<file path="src/hdl/stack_engine_with_search_unit_assert.svh">
// assertion macros for the stack engine with search unit
`ifndef STACK_ENGINE_WITH_SEARCH_UNIT_ASSERT_SVH
`define STACK_ENGINE_WITH_SEARCH_UNIT_ASSERT_SVH

// property that must hold at every clock edge outside reset
`define SES_ASSERT(label, prop, msg) \
    label: assert property (@(posedge clk) disable iff (!rst_n) prop) \
        else $error(msg);

// condition in one cycle implies a condition in the following cycle
`define SES_ASSERT_NEXT(label, pre, post, msg) \
    label: assert property (@(posedge clk) disable iff (!rst_n) (pre) |=> (post)) \
        else $error(msg);

`endif

</file>
<file path="src/hdl/ses_pkg.sv">
// types and constants shared by the stack engine with search unit
package ses_pkg;

    localparam int STACK_DEPTH = 64;
    localparam int ADDR_W      = $clog2(STACK_DEPTH);
    localparam int CNT_W       = $clog2(STACK_DEPTH + 1);
    localparam int WORD_W      = 32;
    localparam int MATCH_W     = 7;
    localparam int OCC_W       = 7;

    typedef enum logic [3:0] {
        OP_PUSH        = 4'd0,
        OP_POP         = 4'd1,
        OP_PEEK        = 4'd2,
        OP_MAX         = 4'd3,
        OP_MIN         = 4'd4,
        OP_FIND        = 4'd5,
        OP_REMOVE      = 4'd6,
        OP_REMOVE_THRU = 4'd7,
        OP_COUNT       = 4'd8,
        OP_CLEAR       = 4'd9
    } op_t;

    typedef enum logic [1:0] {
        ST_OK       = 2'd0,
        ST_EMPTY    = 2'd1,
        ST_FULL     = 2'd2,
        ST_NOTFOUND = 2'd3
    } status_t;

    typedef enum logic [1:0] {
        S_IDLE,
        S_SCAN,
        S_SHIFT,
        S_DONE
    } state_t;

    typedef struct packed {
        op_t                      operation;
        logic signed [WORD_W-1:0] operand_value;
    } cmd_item_t;

    typedef struct packed {
        status_t                  status;
        logic signed [WORD_W-1:0] result_value;
        logic [MATCH_W-1:0]       match_position;
        logic [OCC_W-1:0]         occupancy;
    } res_item_t;

endpackage

</file>
<file path="src/hdl/ses_ram.sv">
// generic simple dual-port ram with registered read
module ses_ram #(
    parameter int WIDTH = 32,
    parameter int DEPTH = 64
) (
    input  logic                     clk,
    input  logic                     we,
    input  logic [$clog2(DEPTH)-1:0] waddr,
    input  logic [WIDTH-1:0]         wdata,
    input  logic                     re,
    input  logic [$clog2(DEPTH)-1:0] raddr,
    output logic [WIDTH-1:0]         rdata
);

    logic [WIDTH-1:0] mem [DEPTH];
    logic [WIDTH-1:0] rdata_reg;

    // write port
    always_ff @(posedge clk)
    begin
        if (we)
        begin
            mem[waddr] <= wdata;
        end
    end

    // registered read port
    always_ff @(posedge clk)
    begin
        if (re)
        begin
            rdata_reg <= mem[raddr];
        end
    end

    assign rdata = rdata_reg;

endmodule

</file>
<file path="src/hdl/stack_engine_with_search_unit.sv">
// top level of the stack engine with search unit
//
//  channel  | direction | payload      | handshake
//  ---------+-----------+--------------+------------------------
//  cmd      | in        | cmd_item_t   | cmd_valid / cmd_stall
//  res      | out       | res_item_t   | res_valid / res_stall
//
// push, pop, count, clear and refused operations need no ram read; peek reads the
// top entry. max and min read every entry; find and remove through match read from
// the top down to the match (the whole stack if none); remove of a match below the
// top adds a compaction pass that reads each entry above the match and writes it
// one place lower. the entry ram's single read port reads one entry per cycle.
// reset clears the entry count and the control state; the entry ram is not cleared.
// one result register: a new transaction is taken while a result waits,
// and a finished operation holds in its done state until the register frees.
module stack_engine_with_search_unit (
    input  logic               clk,
    input  logic               rst_n,
    input  logic               cmd_valid,
    output logic               cmd_stall,
    input  ses_pkg::cmd_item_t cmd_data,
    output logic               res_valid,
    input  logic               res_stall,
    output ses_pkg::res_item_t res_data
);

    import ses_pkg::*;

    state_t                   state_reg, state_next;
    op_t                      op_reg, op_next;
    logic signed [WORD_W-1:0] value_reg, value_next;
    logic [CNT_W-1:0]         count_reg, count_next;
    logic [ADDR_W-1:0]        rd_addr_reg, rd_addr_next;
    logic                     issue_more_reg, issue_more_next;
    logic                     rd_vld_reg, rd_vld_next;
    logic [ADDR_W-1:0]        rd_tag_reg, rd_tag_next;
    logic                     first_reg, first_next;
    status_t                  pend_status_reg, pend_status_next;
    logic signed [WORD_W-1:0] pend_value_reg, pend_value_next;
    logic [MATCH_W-1:0]       pend_pos_reg, pend_pos_next;
    logic                     res_valid_reg, res_valid_next;
    res_item_t                res_data_reg, res_data_next;

    logic                     cmd_accept;
    logic                     out_free;
    logic                     rd_en;
    logic                     mem_we;
    logic [ADDR_W-1:0]        mem_waddr;
    logic [WORD_W-1:0]        mem_wdata;
    logic [WORD_W-1:0]        mem_rdata;
    logic signed [WORD_W-1:0] rd_word;
    logic [ADDR_W-1:0]        top_idx;
    logic                     better;

    // entry storage
    ses_ram #(
        .WIDTH (WORD_W),
        .DEPTH (STACK_DEPTH)
    ) u_entry_ram (
        .clk   (clk),
        .we    (mem_we),
        .waddr (mem_waddr),
        .wdata (mem_wdata),
        .re    (rd_en),
        .raddr (rd_addr_reg),
        .rdata (mem_rdata)
    );

    assign rd_word    = $signed(mem_rdata);
    assign top_idx    = ADDR_W'(count_reg - CNT_W'(1));
    assign cmd_stall  = (state_reg != S_IDLE);
    assign cmd_accept = cmd_valid && !cmd_stall;
    assign out_free   = !res_valid_reg || !res_stall;
    assign res_valid  = res_valid_reg;
    assign res_data   = res_data_reg;

    // running max / min compare
    always_comb
    begin
        if (op_reg == OP_MAX)
        begin
            better = first_reg || (rd_word > pend_value_reg);
        end
        else
        begin
            better = first_reg || (rd_word < pend_value_reg);
        end
    end

    // next state and datapath control
    always_comb
    begin
        state_next       = state_reg;
        op_next          = op_reg;
        value_next       = value_reg;
        count_next       = count_reg;
        rd_addr_next     = rd_addr_reg;
        issue_more_next  = issue_more_reg;
        rd_vld_next      = 1'b0;
        rd_tag_next      = rd_tag_reg;
        first_next       = first_reg;
        pend_status_next = pend_status_reg;
        pend_value_next  = pend_value_reg;
        pend_pos_next    = pend_pos_reg;
        res_valid_next   = res_valid_reg && res_stall;
        res_data_next    = res_data_reg;
        rd_en            = 1'b0;
        mem_we           = 1'b0;
        mem_waddr        = ADDR_W'(count_reg);
        mem_wdata        = value_reg;

        unique case (state_reg)
            S_IDLE:
            begin
                if (cmd_accept)
                begin
                    op_next          = cmd_data.operation;
                    value_next       = cmd_data.operand_value;
                    pend_status_next = ST_OK;
                    pend_value_next  = '0;
                    pend_pos_next    = '0;
                    first_next       = 1'b1;
                    state_next       = S_DONE;
                    case (cmd_data.operation)
                        OP_PUSH:
                        begin
                            if (count_reg == CNT_W'(STACK_DEPTH))
                            begin
                                pend_status_next = ST_FULL;
                            end
                            else
                            begin
                                mem_we     = 1'b1;
                                mem_waddr  = ADDR_W'(count_reg);
                                mem_wdata  = cmd_data.operand_value;
                                count_next = count_reg + CNT_W'(1);
                            end
                        end
                        OP_POP:
                        begin
                            if (count_reg == '0)
                            begin
                                pend_status_next = ST_EMPTY;
                            end
                            else
                            begin
                                count_next = count_reg - CNT_W'(1);
                            end
                        end
                        OP_PEEK, OP_MAX, OP_MIN, OP_FIND, OP_REMOVE, OP_REMOVE_THRU:
                        begin
                            if (count_reg == '0)
                            begin
                                pend_status_next = ST_EMPTY;
                            end
                            else
                            begin
                                state_next      = S_SCAN;
                                rd_addr_next    = top_idx;
                                issue_more_next = 1'b1;
                            end
                        end
                        OP_CLEAR:
                        begin
                            count_next = '0;
                        end
                        default:
                        begin
                            // count and unused codes leave the stack alone
                        end
                    endcase
                end
            end

            S_SCAN:
            begin
                // consume the word read last cycle
                if (rd_vld_reg)
                begin
                    case (op_reg)
                        OP_PEEK:
                        begin
                            pend_value_next = rd_word;
                            state_next      = S_DONE;
                        end
                        OP_MAX, OP_MIN:
                        begin
                            first_next = 1'b0;
                            if (better)
                            begin
                                pend_value_next = rd_word;
                            end
                            if (rd_tag_reg == '0)
                            begin
                                state_next = S_DONE;
                            end
                        end
                        default:
                        begin
                            if (rd_word == value_reg)
                            begin
                                pend_pos_next = MATCH_W'(count_reg - CNT_W'(rd_tag_reg));
                                state_next    = S_DONE;
                                if (op_reg == OP_REMOVE_THRU)
                                begin
                                    count_next = CNT_W'(rd_tag_reg);
                                end
                                else if (op_reg == OP_REMOVE)
                                begin
                                    if (rd_tag_reg == top_idx)
                                    begin
                                        count_next = count_reg - CNT_W'(1);
                                    end
                                    else
                                    begin
                                        state_next      = S_SHIFT;
                                        rd_addr_next    = rd_tag_reg + ADDR_W'(1);
                                        issue_more_next = 1'b1;
                                    end
                                end
                            end
                            else if (rd_tag_reg == '0)
                            begin
                                pend_status_next = ST_NOTFOUND;
                                state_next       = S_DONE;
                            end
                        end
                    endcase
                end
                // issue the next read, top down
                if (state_next == S_SCAN && issue_more_reg)
                begin
                    rd_en       = 1'b1;
                    rd_vld_next = 1'b1;
                    rd_tag_next = rd_addr_reg;
                    if (rd_addr_reg == '0)
                    begin
                        issue_more_next = 1'b0;
                    end
                    else
                    begin
                        rd_addr_next = rd_addr_reg - ADDR_W'(1);
                    end
                end
            end

            S_SHIFT:
            begin
                // move each entry above the match down by one
                if (rd_vld_reg)
                begin
                    mem_we    = 1'b1;
                    mem_waddr = rd_tag_reg - ADDR_W'(1);
                    mem_wdata = mem_rdata;
                    if (rd_tag_reg == top_idx)
                    begin
                        count_next = count_reg - CNT_W'(1);
                        state_next = S_DONE;
                    end
                end
                // issue the next read, bottom up
                if (state_next == S_SHIFT && issue_more_reg)
                begin
                    rd_en       = 1'b1;
                    rd_vld_next = 1'b1;
                    rd_tag_next = rd_addr_reg;
                    if (rd_addr_reg == top_idx)
                    begin
                        issue_more_next = 1'b0;
                    end
                    else
                    begin
                        rd_addr_next = rd_addr_reg + ADDR_W'(1);
                    end
                end
            end

            S_DONE:
            begin
                if (out_free)
                begin
                    res_data_next.status         = pend_status_reg;
                    res_data_next.result_value   = pend_value_reg;
                    res_data_next.match_position = pend_pos_reg;
                    res_data_next.occupancy      = OCC_W'(count_reg);
                    res_valid_next               = 1'b1;
                    state_next                   = S_IDLE;
                end
            end
        endcase
    end

    // control registers
    always_ff @(posedge clk or negedge rst_n)
    begin
        if (!rst_n)
        begin
            state_reg      <= S_IDLE;
            count_reg      <= '0;
            issue_more_reg <= 1'b0;
            rd_vld_reg     <= 1'b0;
            res_valid_reg  <= 1'b0;
        end
        else
        begin
            state_reg      <= state_next;
            count_reg      <= count_next;
            issue_more_reg <= issue_more_next;
            rd_vld_reg     <= rd_vld_next;
            res_valid_reg  <= res_valid_next;
        end
    end

    // payload registers
    always_ff @(posedge clk)
    begin
        op_reg          <= op_next;
        value_reg       <= value_next;
        rd_addr_reg     <= rd_addr_next;
        rd_tag_reg      <= rd_tag_next;
        first_reg       <= first_next;
        pend_status_reg <= pend_status_next;
        pend_value_reg  <= pend_value_next;
        pend_pos_reg    <= pend_pos_next;
        res_data_reg    <= res_data_next;
    end

`include "stack_engine_with_search_unit_assert.svh"

    `SES_ASSERT(a_count_bound, count_reg <= CNT_W'(STACK_DEPTH), "entry count above depth")
    `SES_ASSERT(a_no_rw_clash, !(mem_we && rd_en && mem_waddr == rd_addr_reg), "read write clash")
    `SES_ASSERT(a_rd_vld_state, rd_vld_reg |-> (state_reg == S_SCAN || state_reg == S_SHIFT),
                "read data outside scan")
    `SES_ASSERT_NEXT(a_accept_busy, cmd_valid && !cmd_stall, state_reg != S_IDLE,
                     "accepted transaction not started")

endmodule

</file>
<file path="config.mk">
export PLATFORM = sky130hd
export DESIGN_NAME = stack_engine_with_search_unit
export DESIGN_NICKNAME = d
export VERILOG_FILES = /design/src/hdl/ses_pkg.sv /design/src/hdl/ses_ram.sv /design/src/hdl/stack_engine_with_search_unit.sv
export VERILOG_INCLUDE_DIRS = /design/src /design/src/hdl
export SDC_FILE = /design/constraint.sdc
export NUM_CORES = 2
export LEC_CHECK = 0
export BUFFER_PORTS_ARGS = -buffer_cell sky130_fd_sc_hd__clkbuf_2
export CORE_ASPECT_RATIO = 1.5
export CORE_MARGIN = 10
export CORE_UTILIZATION = 40
export CTS_CLUSTER_DIAMETER = 80
export DETAILED_ROUTE_END_ITERATION = 10
export GPL_ROUTABILITY_DRIVEN = 1
export SYNTH_ARGS = -nofsm -noshare
export SYNTH_HDL_FRONTEND = slang
export SYNTH_SLANG_ARGS = --single-unit
</file>
<file path="constraint.sdc">
create_clock -name clk -period 11.2 [get_ports clk]
set_input_delay 1.12 -clock clk [delete_from_list [all_inputs] [get_ports clk]]
set_output_delay 1.12 -clock clk [all_outputs]
set_load 0.02 [all_outputs]
</file>
==> run_results.csv <==
group,metric,value,unit
worst_setup_path,cp_max_fo,38,
sta,period_minus_slack,5350,ps
sta,setup_tns,0,ps
clocking,cts_root_buf,"clkbuf_16",
power_and_ir_drop,p_per_area,260,mW/mm^2
final_layout,stdcell_area,0.0984,mm^2
placement,dpl.hpwl,123000,um
hold_path,worstHoldPathType,"primary input to async pin",
sta,fin_crit_sh,0.478,
worst_setup_path,crit_path_start,"state_reg[0]",
clocking,cts_hold_buffers,0,
final_layout,drive_gt1_frac,0.296,
sta,finClkSkew,50.1,ps
placement,io_buffers,89,
die,start_util,0.403,
die,die_area,0.237,mm^2
synthesis,synth_nets,3870,
detailed_routing,vias_per_cell,5.63,
detailed_routing,dr.first_iter.drc_count,4218,
clocking,path_clk_slew,60,ps
worst_setup_path,path_common_cell,"nand2_1",
sta,worst_pin_slew,1250,ps
clocking,cts_setup_buffers,0,
clocking,cts.sink_count,2230,
outcome,status,"finished, final reports clean",
synthesis,yosysUniqueCellTypes,69,
power_and_ir_drop,p_total,25600,uW
clocking,insertion_delay,880,ps
worst_setup_path,worstPathCellList,"inv_1, ha_1, and2_2, nand2_1, a21oi_4, buf_4, nand3_1, o21ai_0, nand2_1, nor2_4",
synthesis,yosysWarnings,0,
synthesis,syn_area,0.0872,mm^2
sta,setup_viol,0,
detailed_routing,final_antenna_net_count,0,
global_routing,grt_first_pass_wirelength,300000,um
detailed_routing,dr.pass1.iters,8,
clocking,htree_levels,4,
power_and_ir_drop,leakage,0.0305,uW
synthesis,synth_async_sr_flop_share,0.00538,
final_layout,fillers,17800,
final_layout,largest_register_ff_count,2048,
final_layout,fin_util,0.454,
detailed_routing,postRouteWirelength,206000,um
placement,place_inst,6648,
clocking,cts_made_buffers,203,
global_routing,grt_pass1_vias,41600,
global_routing,antenna_found_initial,9,
clocking,cts_max_path_buffers,3,
synthesis,syn_inst,3779,
die,die_height,592,um
detailed_routing,wl_per_cell,29.4,um
die,die_w,401,um
final_layout,stdcell_count,7027,
worst_setup_path,cp_slowest_stage_delay,1190,ps
die,ios,90,
global_routing,grt_start_max_net_pins,125,
detailed_routing,drc,0,
worst_setup_path,cp_top_family,"simple AND/OR/NAND/NOR gates",
final_layout,multi_input_area,0.0198,mm^2
worst_setup_path,crit_path_end_kind,"flip-flop",
power_and_ir_drop,ir_worst_vdd,0.229,mV
die,rows,209,
worst_setup_path,critPathLaunchType,"flip-flop",
synthesis,synth-seq-area-share,0.767,
global_routing,grtUsageTotal,0.172,
synthesis,synth-seq-cells,2230,
job,drv_cap,0,
final_layout,final_common_cell,"edfxtp_1",
synthesis,avgSynthCellArea,23.1,um^2
placement,postPlaceCellArea,0.0920,mm^2
final_layout,regArea,0.0669,mm^2
final_layout,finalNetCount,4096,
global_routing,overflow,0,
sta,relSlewSlack,0.167,
sta,hold_viol,0,
worst_setup_path,cp_num_buf_inv,2,
synthesis,synth_edf_count,2218,
worst_setup_path,timing.rr.start,"state_reg[0]",
final_layout,syn_to_final_growth,12.8,%
clocking,tritoncts,"yes",
sta,rsz0062_at_grt,"false",
placement,place.gp.congestion,0.815,
synthesis,synth_ff_type,"edfxtp_1",
sta,max_freq,187,MHz
sta,maxSlewViolCount,0,
die,core_region_area,0.217,mm^2
worst_setup_path,cp_slowest_cell,"nor2_4",
clocking,cts_resized,0,
worst_setup_path,critPathRequiredTime,11640,ps
worst_setup_path,cp_data_arrival_time,5790,ps
worst_setup_path,path_class,"flip-flop to flip-flop",
final_layout,final_cell_mix,"edfxtp_1, mux4_2, clkbuf_16, buf_4, clkbuf_2",
detailed_routing,vias,39600,
## layout make-up
class / instances / share of cell area
well taps: 2848 / 0.0362
flip-flops and latches: 2230 / 0.680
diodes: 3 / 0.0000763
clock inverters: 125 / 0.0110
multi-input cells: 1272 / 0.201
clock buffers: 251 / 0.0537
inverters: 89 / 0.00340
repair buffers: 209 / 0.0143
## through the flow
| stage | hold slack, ps | worst slack (ps) |
|---|---|---|
| CTS | 122 | 5910 |
| floorplan | 400 | 5620 |
| finish | 175 | 5850 |
| global route | 158 | 5640 |
| detailed placement | 415 | 5590 |
| global placement | 403 | 5650 |
## worst paths after layout
path / end / cells past startpoint / slack [ps]
setup reg to reg: u_entry_ram.mem[8][10] / 10 / 5850
setup / recovery: u_entry_ram.mem[8][10] / 10 / 5850
max in group asynchronous: count_reg[5] / 1 / 10750
min in group clk: res_data[13] / 0 / 420
hold / removal: res_valid / 1 / 180
hold reg to reg: res_data[13] / 0 / 420
## cells in the mapped netlist (all sizes together) (8+ instances only)
| cell | n | area, um^2 |
|---|---|---|
| edfxtp | 2218 | 66600 |
| mux4 | 672 | 15100 |
| clkbuf | 140 | 526 |
| nor2 | 108 | 405 |
| inv | 89 | 334 |
| nand2 | 53 | 199 |
| ha | 50 | 626 |
| buf | 48 | 194 |
| a21oi | 40 | 200 |
| xor2 | 40 | 350 |
| and2 | 35 | 221 |
| a222oi | 31 | 310 |
| xnor2 | 31 | 272 |
| o21ai | 28 | 140 |
| a21o | 21 | 158 |
| nor3 | 19 | 111 |
| nand3 | 18 | 90.1 |
| dfrtp | 12 | 300 |
| nor4 | 10 | 87.6 |
| nand4 | 9 | 56.3 |
| nor2b | 9 | 56.3 |
| o22ai | 8 | 50.1 |
## cell families after synthesis
| group | synth area share |
|---|---|
| compound gates | 0.0152 |
| mux | 0.174 |
| buf+inv | 0.0121 |
| xor+xnor | 0.00739 |
| simple gates | 0.0166 |
| flops | 0.767 |
| fa+ha+maj | 0.00740 |
## layer usage
metal / global-route usage / wire (um) / vias up
met3: 0.0253 / 10500 / 256
met2: 0.309 / 110000 / 1182
met1: 0.220 / 81500 / 21600
met4: 0.0402 / 4060 / 0
li1: - / - / 16500
met5: 0 / 0 / -
## where the power goes
part | internal (uW) | switching [uW] | total, uW
clock network | 3660 | 3050 | 6710
logic | 3230 | 4800 | 8030
registers | 10600 | 254 | 10800
total | 17500 | 8110 | 25600
Power figures use the tool's default switching activity.
